## src/hw/rtl/lge_pkg.sv

```systemverilog
// Shared types and constants of the life grid generation engine.
// Used by lge_row_cell and life_grid_generation_engine; depends on nothing.
package lge_pkg;

	// Width of the row and column fields of an input item.
	localparam int COORD_W = 6;

	// Action codes carried by an input item.
	typedef enum logic [1:0] {
		ACT_SET     = 2'd0,
		ACT_CLEAR   = 2'd1,
		ACT_ADVANCE = 2'd2,
		ACT_READ    = 2'd3
	} action_t;

	// Control shared by every row cell of the chain.
	typedef struct packed {
		logic clear;   // zero the row
		logic shift;   // take the row handed on by the next cell
		logic set_en;  // write one cell of the row if the row is hit
		logic set_val; // value written by a set
	} cell_ctrl_t;

endpackage

```

## src/hw/rtl/lge_row_cell.sv

```systemverilog
// One cell of the row chain: holds one grid row and hands it to its neighbor on a shift.
// Depends on lge_pkg for the control struct.
module lge_row_cell #(
	parameter int WIDTH = 64
) (
	input  logic               clk,
	input  logic               arst_n,
	input  lge_pkg::cell_ctrl_t ctrl,
	input  logic               row_hit,
	input  logic [WIDTH-1:0]   col_mask,
	input  logic [WIDTH-1:0]   shift_in,
	output logic [WIDTH-1:0]   row_q,
	output logic               read_bit
);

	// Row storage: clear, shift along the chain, or write one cell.
	always_ff @(posedge clk or negedge arst_n) begin
		if (!arst_n) begin
			row_q <= '0;
		end else if (ctrl.clear) begin
			row_q <= '0;
		end else if (ctrl.shift) begin
			row_q <= shift_in;
		end else if (ctrl.set_en && row_hit) begin
			row_q <= ctrl.set_val ? (row_q | col_mask) : (row_q & ~col_mask);
		end
	end

	// The addressed cell, seen only when this row is hit.
	assign read_bit = row_hit & (|(row_q & col_mask));

endmodule

```

## config.mk

```make
export PLATFORM = sky130hd
export DESIGN_NAME = lge_row_cell
export DESIGN_NICKNAME = d
export VERILOG_FILES = /design/src/hw/rtl/lge_pkg.sv /design/src/hw/rtl/lge_row_cell.sv
export SDC_FILE = /design/constraint.sdc
export NUM_CORES = 1
export LEC_CHECK = 0
export BUFFER_PORTS_ARGS = -buffer_cell sky130_fd_sc_hd__buf_2
export CORE_MARGIN = 2
export CORE_UTILIZATION = 40
export CTS_CLUSTER_DIAMETER = 200
export DETAILED_ROUTE_END_ITERATION = 6
export HOLD_SLACK_MARGIN = 0.1
export PLACE_DENSITY = 0.75
export SLEW_MARGIN = 20
export SYNTH_ARGS = -nofsm -noshare
export SYNTH_HDL_FRONTEND = slang
export SYNTH_SLANG_ARGS = --single-unit
```

## constraint.sdc

```tcl
create_clock -name clk -period 1.3 [get_ports clk]
set_clock_uncertainty 0.1 [all_clocks]
set_input_delay 0.13 -clock clk [delete_from_list [all_inputs] [get_ports clk]]
set_output_delay 0.13 -clock clk [all_outputs]
set_load 0.01 [all_outputs]
```

==> summary.txt <==
Power and ir drop
  • PD cells: 887.9 nW/um^2
  • Lkg Pwr: 3.462 nW
  • Total power: 0.005916 W
  • Worst vdd ir: 0.4559 mV

Clocking
  • Clock sinks: 64
  • H-tree depth: 3
  • Clock buffer depth: 2
  • CTS root buf: clkbuf_8
  • CTS tree: done
  • Num CTS Buffers: 9
  • Clock Latency Late Sink: 340 ps
  • Worst-path clk slew: 80 ps

GRT
  • Gr ovfl total: 0
  • Global-route wire length before repair: 23,010 um
  • Grt met2 use: 51.03%
  • Vias in the first global route: 4,978
  • GRT Max-Usage Layer: met2
  • Largest net degree at the start of global routing: 72
  • Met3 Use GR: 5.220%
  • Initial antenna violation count: 0
  • Total track usage: 28.11%
  • GRT met1 Usage: 32.00%

Timing
  • Setup TNS Final: -712.8 ps
  • Worst Hold Slack: 129.3 ps
  • Relative slew slack: 64.78%
  • Final setup vio count: 1
  • Max-slew violation count: 0
  • Period utilization: 154.8%
  • Post-route setup slack: -712.8 ps
  • Fmax: 496.8 MHz
  • Worst Max-Slew Pin Slew: 528.3 ps
  • Final min period: 2013 ps
  • Final hold vios: 0
  • Unrepaired setup endpoints after global routing: yes

Yosys
  • Post-Syn Area: 3909 sq um
  • Synth Area in Compound Gates: 24.26%
  • EDFF count, synth: 0
  • Cell taking the most area after synthesis: dfrtp_1
  • Average size of a mapped cell: 8.460 sq um
  • #FFs+latches synth: 64
  • Simple-gate share of the synthesized area: 13.64%
  • Synth Area in XOR/XNOR: 0%
  • Yosys cell types: 20
  • Synth Warn #: 0
  • Post-synthesis async set-or-reset flop share: 100.0%
  • Post-Synth Adder-Cell Area: 0%
  • Post-Syn Instances: 462
  • Primary FF master, synth: dfrtp_1
  • Synth top area share: 40.97%
  • Post-Syn Nets: 597
  • Ranking of synthesized cells by area: dfrtp_1, mux2i_1, a21oi_1
  • Mux contribution to synthesized area: 16.39%
  • Largest family of logic cells by synthesized area: compound AO/OA/AOI/OAI gates
  • Seq/Total Area, Yosys: 40.97%

Route
  • Via Count: 4,983
  • Initial DRC Count: 216
  • Vias per cell: 5.267
  • DRC violation count after routing: 0
  • Drt first pass iters: 4
  • Avg WL per Cell: 16.28 um
  • WL final: 15,400 um
  • ANT nets after route: 0

Cells and area
  • Number of fill cells: 735
  • # diodes: 0
  • Max reg flops: 64
  • Area taken by multi-input logic gates: 2175 sq um
  • Sequential cell area: 1602 sq um
  • Layout cell share with drive strength beyond 1: 41.08%
  • Area Growth Syn to Fin: 70.45%
  • Finished Cell Area: 6663 sq um
  • Nets@finish: 944
  • Largest regs: row_q: 64 flops
  • Reg with most FFs: row_q

Worst setup path
  • Crit path max fanout: 2
  • Critical Path AT: 1780 ps
  • Worst setup path endpoint: read_bit
  • FF-to-FF path depth: 5
  • CP Launch Type: flop
  • Crit path from: row_q[45]
  • Worst endpoint required time: 1070 ps
  • Reg-to-Reg End: row_q[57]
  • Crit-path cells: a22o_1, a221oi_2, buf_4, nand3_2, nor3_2, a21boi_1, buf_2
  • Critical path type: flop to output pin
  • Worst r2r src: row_q[57]
  • Worst R2R Setup Slack: 50 ps
  • Slowest stage cell, crit path: dfrtp_1
  • Endpoint type of the worst setup path: output pin
  • CP peak stage delay: 390 ps

Floorplan
  • Rows: 36
  • Initial Util: 40.55%
  • Die height: 102.9 um
  • Core Area: 9639 sq um
  • Die area: 10,580 sq um
  • Chip width: 102.9 um
  • I/O pin cnt: 200

Place
  • Post-DP Area: 5799 sq um
  • Worst slack at placement: -476.6 ps
  • Hpwl dp: 10,060 um
  • Buffers on Ports: 199
  • GPL Wtd Cong: 0.8747

Min path
  • Critical hold path startpoint: col_mask[21]
  • Hold/Removal Path Class: input port to flop

Run
  • Max-cap violations: 0

Run status
  • Status: complete, but fails checks
  • Failing checks: setup timing
-- critical path, delay by kind of cell, from the launching register on --
family | cells | cell delay [ps]
AO/OA/AOI/OAI | 3 | 500
buffers and inverters | 2 | 310
flip-flops | 1 | 390
AND/OR/NAND/NOR | 2 | 250
-- layer usage --
metal / routed length [um] / part of all wire [%]
met1: 6071 / 39
met2: 7867 / 51
met3: 940 / 6.1
met4: 522 / 3.4
met5: 0 / 0
-- final cells by class --
cell class                 instances  share of cell area [%]
sequential                        64                   24.04
timing repair buffer             371                   38.03
multi-input combinational        363                   32.64
clock buffer                      11                   2.122
clock inverter                     4                  0.6761
tap                              133                   2.498
-- repair_timing --
item / 4_1_cts / 5_1_grt
hold endpoints to repair: 128 / 0
pin swaps: 1 / 2
setup buffers: 0 / 1
setup endpoints to repair: 1 / 3
hold buffers: 65 / 0
resized for setup: 2 / 4
-- cell families after synthesis --
| logic type | after synthesis |
|---|---|
| simple gates | 137 |
| compound gates | 162 |
| flops | 64 |
| buf+inv | 35 |
| mux | 64 |
-- layout by cell type, fill, tap and decap left out --
master         Yosys  layout
a221oi_2           4       9
dfrtp_1           64      64
buf_6              0       1
buf_4              6     102
or2_2              0       1
mux2i_1           64      63
clkbuf_1           3       1
a21oi_1           64      64
a21boi_1           1       1
a22o_1             9       9
buf_2             25     197
nor3_2             0       1
o21ai_1           64      64
a22oi_1           14      14
nor2_1            64      64
dlygate4sd3_1      0      65
nor3_1             2       1
bufinv_16          0       1
clkinv_2           0       3
mux2i_2            0       1
clkbuf_8           0      10
nand4_1            5       5
buf_12             0       6
nand3_2            0       1
a211oi_4           0       1
nand2_1           64      64
-- synthesized netlist by cell type (2+ instances only) --
cell type	n
buf_2	25
a221oi_2	4
nand2_1	64
a21oi_1	64
a22o_1	9
buf_4	6
nor2_1	64
a221oi_1	5
o21ai_1	64
dfrtp_1	64
a22oi_1	14
clkbuf_1	3
mux2i_1	64
nand4_1	5
nor3_1	2
-- power breakdown --
group | total [W] | leakage (nW) | switching, W | internal [W]
logic | 0.00195 | 2.52 | 0.000946 | 0.00101
registers | 0.00225 | 0.845 | 0.000105 | 0.00215
clock network | 0.00171 | 0.0989 | 0.000789 | 0.000920
total | 0.00592 | 3.46 | 0.00184 | 0.00408
-- stage by stage --
step,cells,util (%)
6_report,946,69.12
3_5_place_dp,866,60.16
2_1_floorplan,462,-
4_1_cts,946,68.96
5_1_grt,946,69.12
3_3_place_gp,866,60.16
-- worst min path at each step --
stage           endpoint  slack, ps  cells after the start
5_1_grt        row_q[41]        160                      5
4_1_cts        row_q[38]        110                      5
3_5_place_dp   row_q[59]         80                      2
2_1_floorplan   row_q[0]       -270                      0
6_report       row_q[21]        130                      5
3_3_place_gp   row_q[59]         70                      2
No activity file was read; power rests on OpenSTA's default activity.
