File: config.mk
export PLATFORM = sky130hd
export DESIGN_NAME = lge_rule_unit
export DESIGN_NICKNAME = d
export VERILOG_FILES = /design/src/hw/rtl/lge_rule_unit.sv
export SDC_FILE = /design/constraint.sdc
export NUM_CORES = 1
export LEC_CHECK = 0
export BUFFER_PORTS_ARGS = -buffer_cell sky130_fd_sc_hd__buf_2
export CORE_ASPECT_RATIO = 1.2
export CORE_MARGIN = 5
export CORE_UTILIZATION = 49
export DETAILED_ROUTE_END_ITERATION = 8
export PLACE_DENSITY_LB_ADDON = 0.05
export SYNTH_ARGS = -nofsm -noshare
export SYNTH_HDL_FRONTEND = slang
export SYNTH_SLANG_ARGS = --single-unit
File: constraint.sdc
create_clock -name vclk -period 3.4
set_input_delay 0.34 -clock vclk [all_inputs]
set_output_delay 0.34 -clock vclk [all_outputs]
set_load 0.005 [all_outputs]
File: src/hw/rtl/lge_rule_unit.sv
// Next-generation logic for one row under the B3/S23 rule, from the rows above and below.
// Depends on nothing; cells beyond the row ends count as dead.
module lge_rule_unit #(
	parameter int WIDTH = 64
) (
	input  logic [WIDTH-1:0] above,
	input  logic [WIDTH-1:0] cur,
	input  logic [WIDTH-1:0] below,
	output logic [WIDTH-1:0] next_row
);

	logic [WIDTH+1:0] above_x;
	logic [WIDTH+1:0] cur_x;
	logic [WIDTH+1:0] below_x;

	// Pad each row with a dead cell at both ends.
	assign above_x = {1'b0, above, 1'b0};
	assign cur_x   = {1'b0, cur, 1'b0};
	assign below_x = {1'b0, below, 1'b0};

	// Count the eight neighbors of every column and apply the rule.
	always_comb begin
		logic [3:0] n;
		for (int c = 0; c < WIDTH; c++) begin
			n = 4'(above_x[c]) + 4'(above_x[c+1]) + 4'(above_x[c+2])
			  + 4'(cur_x[c]) + 4'(cur_x[c+2])
			  + 4'(below_x[c]) + 4'(below_x[c+1]) + 4'(below_x[c+2]);
			next_row[c] = (n == 4'd3) | ((n == 4'd2) & cur[c]);
		end
	end

endmodule

==> flow_metrics.env, run 1 <==
export IMPL_status="finished, violations left"
export IMPL_violations="setup timing"
export IMPL_required_ps=3060
export IMPL_n_clock_buffer=0
export IMPL_drt_iter0_drc=118
export IMPL_grt_usage_pct=18.4
export IMPL_hold_viol=0
export IMPL_num_vias=8654
export IMPL_critPathMostFrequentCell="fa_1"
export IMPL_core_area_um2=21600
export IMPL_nNetsFinal=2211
export IMPL_power_leakage_nw=7.77
export IMPL_crit_chain="buf_8, inv_4, fa_1, fa_1, fa_1, inv_2, ha_4, fa_2, or2_1, a21oi_2, buf_2"
export IMPL_die_x_um=145
export IMPL_path_class="primary input to primary output"
export IMPL_wirelength_mm=23.1
export IMPL_gp_congestion=0.822
export IMPL_ant_nets=0
export IMPL_fin_area_um2=14500
export IMPL_slew_viol_final=0
export IMPL_fin_crit_sh_pct=101
export IMPL_hold_start="cur[5]"
export IMPL_p_sw_mw=2.16
export IMPL_synth_seq_area_share_pct=0
export IMPL_crit_family="adder cells"
export IMPL_grt_pass1_vias=9332
export IMPL_seqPwrFrac_pct=0
export IMPL_min_period_ps=3430
export IMPL_tightest_slew_ps=238
export IMPL_p_comb_share_pct=100.0
export IMPL_antenna_found_initial=0
export IMPL_drive_above_1_share_pct=42.2
export IMPL_setup_ws_ps=-30.3
export IMPL_holdPathEnd="next_row[5]"
export IMPL_drc=0
export IMPL_cp_start_kind="primary input"
export IMPL_slew_headroom_pct=84.1
export IMPL_ios=256
export IMPL_place_area_um2=13200
export IMPL_critPathCaptureType="primary output"
export IMPL_synth_nets=1829
export IMPL_slowest_stage="fa_1"
export IMPL_port_buffers=256
export IMPL_drt_first_pass_iters=4
export IMPL_grt_ovfl_total=0
export IMPL_cp_data_arrival_time_ps=3090
export IMPL_wl_per_cell_um=12.5
export IMPL_synth_area_um2=10700
export IMPL_fmax_mhz=292
export IMPL_seq_cell_count=0
export IMPL_regArea_um2=0
export IMPL_max_stage_delay_ps=560
export IMPL_cp_buffers_inverters=4
export IMPL_synthCells=1197
export IMPL_grt_pass1_wl_mm=39.6
export IMPL_final_cell_mix="321 x inv_1, 194 x fa_1, 190 x buf_2"
export IMPL_setup_viol=2
export IMPL_grt_max_degree=4
export IMPL_pwr_share_clk_pct=0
export IMPL_post_synth_cell_area_avg_um2=8.95
export IMPL_hpwl_mm=21.5
export IMPL_synth_distinct_cells=14
export IMPL_holdCritPathClass="primary input to primary output"
export IMPL_die_area_um2=24900
export IMPL_hold_ws_ps=1020
export IMPL_intPower_mw=2.09
export IMPL_vdd_drop_max_v=0.000187
export IMPL_layout_commonest_cell="inv_1"
export IMPL_min_delay_path_depth=4
export IMPL_hold_buffers=0
export IMPL_num_antenna_cells=0
export IMPL_tns_ps=-45.3
export IMPL_max_cap_viol_count=0
export IMPL_viasPerCell=4.68
export IMPL_crit_fanout=2
export IMPL_start_util_pct=49.5
export IMPL_power_density_nw_per_um2=293
export IMPL_rows=59
export IMPL_swShare_pct=50.9
export IMPL_synth_warnings=0
export IMPL_fillers=1846
export IMPL_area_delta_synth_final_pct=35.3
export IMPL_rsz0062_at_grt="true"
export IMPL_fp_dieH_um=172
layer usage:
metal | track usage [%] | part of all wire, % | routed length [µm] | vias to the layer above
li1 | - | - | - | 4370
met1 | 22.6 | 39 | 9120 | 4125
met2 | 35.3 | 55 | 12600 | 149
met3 | 3.20 | 5.4 | 1240 | 10
met4 | 1.15 | 0.69 | 160 | 0
met5 | 0 | 0 | 0 | -
cell families after synthesis:
kind of cell / share of synthesized area [%]
AO/OA/AOI/OAI: 8.61
adder cells (fa/ha/maj): 69.1
buffers and inverters: 15.5
AND/OR/NAND/NOR: 6.83
per-stage QoR:
step | util [%] | cells | power, mW | setup WS (ps)
2_1_floorplan | - | 1197 | 2.47 | 244
3_3_place_gp | 61.0 | 1841 | 3.51 | -118
3_5_place_dp | 61.0 | 1841 | 3.64 | -132
4_1_cts | 63.4 | 1845 | 3.96 | -70.6
5_1_grt | 67.0 | 1851 | 5.00 | -122
6_report | 67.0 | 1851 | 4.25 | -30.3
cell usage after synthesis (all sizes together):
| library cell | count | area [µm²] |
|---|---|---|
| nand3 | 61 | 305 |
| ha | 188 | 2350 |
| or2 | 61 | 382 |
| inv | 442 | 1660 |
| fa | 252 | 5040 |
| nand2 | 1 | 3.75 |
| nor3 | 1 | 5.00 |
| nor3b | 2 | 15.0 |
| nor2 | 4 | 15.0 |
| o21ai | 61 | 305 |
| a31oi | 1 | 6.26 |
| a21oi | 122 | 611 |
| nor2b | 1 | 6.26 |
layout make-up:
class,instances,area [µm²],share of cell area [%]
well taps,274,343,2.37
multi-input cells,755,9670,66.8
repair buffers,380,2710,18.7
inverters,442,1770,12.2
worst max path at each step:
stage / start / endpoint / slack [ps] / cells after the start
after floorplan: above[30] / next_row[31] / 240 / 9
after global placement: above[39] / next_row[40] / -120 / 11
after detailed placement: above[51] / next_row[51] / -130 / 11
after CTS: cur[20] / next_row[21] / -70 / 11
after global routing: above[18] / next_row[19] / -120 / 11
final: above[18] / next_row[19] / -30 / 11
power by group through the flow:
stage | Sequential (mW) | Combinational [mW] | Clock, mW
after floorplan | 0 | 2.47 | 0
after detailed placement | 0 | 3.64 | 0
after global placement | 0 | 3.51 | 0
after global routing | 0 | 5.00 | 0
after CTS | 0 | 3.96 | 0
final | 0 | 4.25 | 0
repair_timing:
action,in CTS,in global routing
gates resized for setup,258,242
gates cloned,0,0
pin swaps,126,121
buffers inserted,4,6
setup endpoints to repair,60,61
No activity file was read; power rests on OpenSTA's default activity.
==> inputs of run 2 (changes only) <==
--- a/config.mk
+++ b/config.mk
@@ -8,5 +8,5 @@
 export BUFFER_PORTS_ARGS = -buffer_cell sky130_fd_sc_hd__buf_2
 export CORE_ASPECT_RATIO = 1.2
-export CORE_MARGIN = 5
+export CORE_MARGIN = 2
 export CORE_UTILIZATION = 49
 export DETAILED_ROUTE_END_ITERATION = 8
==> constraint.sdc (replaced) <==
create_clock -name vclk -period 3.4
set_input_delay 0.17 -clock vclk [all_inputs]
set_output_delay 0.17 -clock vclk [all_outputs]
set_load 0.005 [all_outputs]
==> flow_metrics.env, run 2 (synthesis gave the netlist of run 1 again) <==
export IMPL_status="completed"
export IMPL_num_vias=8099
export IMPL_nNetsFinal=2087
export IMPL_dp_cells=1727
export IMPL_drt_first_pass_iters=4
export IMPL_rsz0062_at_grt="false"
export IMPL_vdd_drop_max_v=0.000142
export IMPL_required_ps=3230
export IMPL_intPower_mw=1.61
export IMPL_hpwl_mm=20.4
export IMPL_fin_util_pct=57.3
export IMPL_ios=256
export IMPL_power_leakage_nw=7.23
export IMPL_ant_nets=0
export IMPL_drive_above_1_share_pct=17.6
export IMPL_fmax_mhz=315
export IMPL_cp_data_arrival_time_ps=3000
export IMPL_tns_ps=0
export IMPL_grt_usage_pct=18.7
export IMPL_power_density_nw_per_um2=282
export IMPL_path_class="primary input to primary output"
export IMPL_cp_start_kind="primary input"
export IMPL_grt_max_degree=4
export IMPL_start_util_pct=49.7
export IMPL_post_cts_buffers=0
export IMPL_setup_viol=0
export IMPL_holdCritPathClass="primary input to primary output"
export IMPL_critPathCaptureType="primary output"
export IMPL_max_cap_viol_count=0
export IMPL_port_buffers=256
export IMPL_layout_commonest_cell="inv_1"
export IMPL_p_sw_mw=1.87
export IMPL_antenna_found_initial=7
export IMPL_pwr_share_clk_pct=0
export IMPL_core_area_um2=21600
export IMPL_area_delta_synth_final_pct=15.3
export IMPL_min_period_ps=3170
export IMPL_grt_pass1_wl_mm=37.3
export IMPL_regArea_um2=0
export IMPL_fillers=2057
export IMPL_slew_viol_final=0
export IMPL_die_x_um=139
export IMPL_fp_dieH_um=166
export IMPL_rows=59
export IMPL_seq_cell_count=0
export IMPL_viasPerCell=4.68
export IMPL_hold_buffers=0
export IMPL_gp_congestion=0.857
export IMPL_fin_crit_sh_pct=93.2
export IMPL_n_clock_buffer=0
export IMPL_wl_per_cell_um=12.0
export IMPL_grt_pass1_vias=8848
export IMPL_drc=0
export IMPL_final_cell_mix="442 x inv_1, 256 x buf_2, 252 x fa_1"
export IMPL_drt_iter0_drc=145
export IMPL_die_area_um2=23100
export IMPL_slew_headroom_pct=84.2
export IMPL_grt_ovfl_total=0
export IMPL_instances_no_fill=1731
export IMPL_swShare_pct=53.7
export IMPL_post_cts_resized=0
export IMPL_hold_viol=0
export IMPL_seqPwrFrac_pct=0
export IMPL_crit_fanout=2
export IMPL_wirelength_mm=20.7
export IMPL_tightest_slew_ps=236
export IMPL_p_comb_share_pct=100.0
-- run 2: cell types whose count changed in the layout (fill, tap and decap cells not counted), moves of 59 or more --
cell / before / now
buf_4: 126 / 0
inv_1: 321 / 442
buf_2: 190 / 256
inv_2: 81 / 0
ha_1: 129 / 188
-- run 2: final timing paths --
| path | startpoint | to | slack [ps] | depth (start not counted) |
|---|---|---|---|---|
| max | above[13] | next_row[14] | 230 | 11 |
| min | cur[1] | next_row[1] | 700 | 4 |
-- run 2: layout make-up --
class	count	area, µm²	share of cell area, %
well taps	274	343	2.78
multi-input cells	755	9050	73.3
inverters	442	1660	13.4
diodes	4	10.0	0.0811
repair buffers	256	1280	10.4
-- run 2: power by group through the flow --
stage               logic (mW)  registers [mW]  clock network, mW
global route              4.21               0        0.000000118
finish                    3.49               0        0.000000157
CTS                       3.57               0                  0
floorplan                 2.47               0                  0
global placement          3.43               0                  0
detailed placement        3.54               0                  0
-- run 2: per-layer routing --
layer | wire (µm) | global-route usage [%] | vias up
met5 | 45 | 0 | -
met4 | 184 | 1.67 | 6
met3 | 1160 | 2.97 | 18
met2 | 10600 | 35.6 | 161
met1 | 8650 | 23.2 | 3805
li1 | - | - | 4109
-- run 2: stage by stage --
stage	total power, mW	cell area (µm²)	hold WS, ps	setup slack [ps]
5_1_grt	4.21	12300	715	53.5
3_3_place_gp	3.43	12300	696	251
3_5_place_dp	3.54	12300	696	190
2_1_floorplan	2.47	10700	464	584
4_1_cts	3.57	12300	696	188
6_report	3.49	12300	696	230
-- run 2: worst max-delay path: stages --
cell     delay (ps)
buf_2            90
inv_1            80
fa_1            560
fa_1            440
fa_1            490
inv_1            50
ha_1            210
fa_1            400
or2_1           220
a21oi_1         160
buf_2           140
==> inputs of run 3 (changes only) <==
- clock period: 3.4 -> 3.2 ns (I/O delays scaled with it)
==> flow_metrics.env, run 3 (synthesis gave the netlist of run 1 again) <==
export IMPL_tightest_slew_ps=229
export IMPL_crit_path_start="above[55]"
export IMPL_die_area_um2=23100
export IMPL_power_density_nw_per_um2=305
export IMPL_drt_first_pass_iters=4
export IMPL_drt_iter0_drc=137
export IMPL_power_leakage_nw=7.14
export IMPL_grt_pass1_vias=8549
export IMPL_regArea_um2=0
export IMPL_fin_crit_sh_pct=97.3
export IMPL_n_clock_buffer=0
export IMPL_seq_cell_count=0
export IMPL_vdd_drop_max_v=0.000148
export IMPL_gp_congestion=0.859
export IMPL_dp_cells=1727
export IMPL_grt_max_degree=4
export IMPL_cp_data_arrival_time_ps=2950
export IMPL_crit_chain="buf_2, inv_1, fa_1, fa_1, fa_1, inv_1, ha_1, fa_1, or2_1, a21oi_1, buf_2"
export IMPL_grt_pass1_wl_mm=36.4
export IMPL_slew_viol_final=0
export IMPL_fp_dieH_um=166
export IMPL_ant_nets=0
export IMPL_setup_viol=0
export IMPL_rows=59
export IMPL_num_vias=8002
export IMPL_max_stage_delay_ps=500
export IMPL_instances_no_fill=1733
export IMPL_area_delta_synth_final_pct=16.9
export IMPL_final_cell_mix="396 x inv_1, 253 x buf_2, 227 x fa_1"
export IMPL_antenna_found_initial=7
export IMPL_required_ps=3040
export IMPL_die_x_um=139
export IMPL_wl_per_cell_um=11.9
export IMPL_drive_above_1_share_pct=24.4
export IMPL_layout_commonest_cell="inv_1"
export IMPL_min_delay_path_depth=4
export IMPL_cp_start_kind="primary input"
export IMPL_nNetsFinal=2088
export IMPL_critPathCaptureType="primary output"
export IMPL_wirelength_mm=20.6
export IMPL_drc=0
export IMPL_grt_usage_pct=18.3
export IMPL_finalPower_mw=3.82
export IMPL_min_period_ps=3110
export IMPL_port_buffers=256
export IMPL_hold_viol=0
export IMPL_path_class="primary input to primary output"
export IMPL_hold_start="cur[1]"
export IMPL_hold_ws_ps=676
export IMPL_status="completed"
export IMPL_core_area_um2=21600
export IMPL_max_cap_viol_count=0
export IMPL_viasPerCell=4.62
export IMPL_hold_buffers=0
export IMPL_fmax_mhz=321
export IMPL_grt_ovfl_total=0
export IMPL_critPathMostFrequentCell="fa_1"
export IMPL_hpwl_mm=20.1
export IMPL_ios=256
export IMPL_crit_path_end="next_row[55]"
export IMPL_start_util_pct=49.7
export IMPL_slowest_stage="fa_1"
export IMPL_holdCritPathClass="primary input to primary output"
export IMPL_fillers=2073
export IMPL_slew_headroom_pct=84.6
export IMPL_crit_fanout=2
## run 3: cell count changes in the layout (fill, tap and decap cells not counted), sizes merged
cell	previous run	this run
diode	4	5
buf	256	257
## run 3: layer usage
layer / vias to the layer above / track usage [%] / wire length, µm
met5: - / 0 / 26
met4: 4 / 2.15 / 280
met3: 20 / 3.20 / 1240
met2: 163 / 33.5 / 10300
met1: 3697 / 23.5 / 8740
li1: 4118 / - / -
## run 3: how the worst min path moves through the flow
stage / end / slack, ps
6_report: next_row[1] / 680
3_3_place_gp: next_row[0] / 670
2_1_floorplan: next_row[0] / 440
5_1_grt: next_row[6] / 700
4_1_cts: next_row[1] / 680
3_5_place_dp: next_row[1] / 680
## run 3: area by class of cell
class / instances / area [µm²] / area share (%)
multi-input combinational: 755 / 9200 / 73.5
antenna: 5 / 12.5 / 0.0999
inverter: 442 / 1660 / 13.3
timing repair buffer: 257 / 1300 / 10.4
tap: 274 / 343 / 2.74
## run 3: report_power, final
group	leakage [nW]	internal, mW	switching [mW]
registers	0	0	0
clock network	0.0000317	0.000000209	0
logic	7.14	1.77	2.04
total	7.14	1.77	2.04
## run 3: per-stage QoR
stage	setup WS [ps]	util, %	cell area, µm²	TNS [ps]
finish	85.4	58.1	12500	0
global route	-10.9	58.1	12500	-24.9
CTS	41.2	57.2	12300	0
detailed placement	45.1	57.2	12300	0
global placement	74.4	57.2	12300	0
floorplan	404	-	10700	0
## run 3: what timing repair did
action	in CTS	in global routing
setup buffers	0	1
setup endpoints to repair	0	39
resized for setup	0	111
## run 3: critical path, delay by kind of cell
kind / cells / cell delay (ps)
AND/OR/NAND/NOR: 1 / 210
AO/OA/AOI/OAI: 1 / 160
buffers and inverters: 4 / 420
adder cells (fa/ha/maj): 5 / 1980
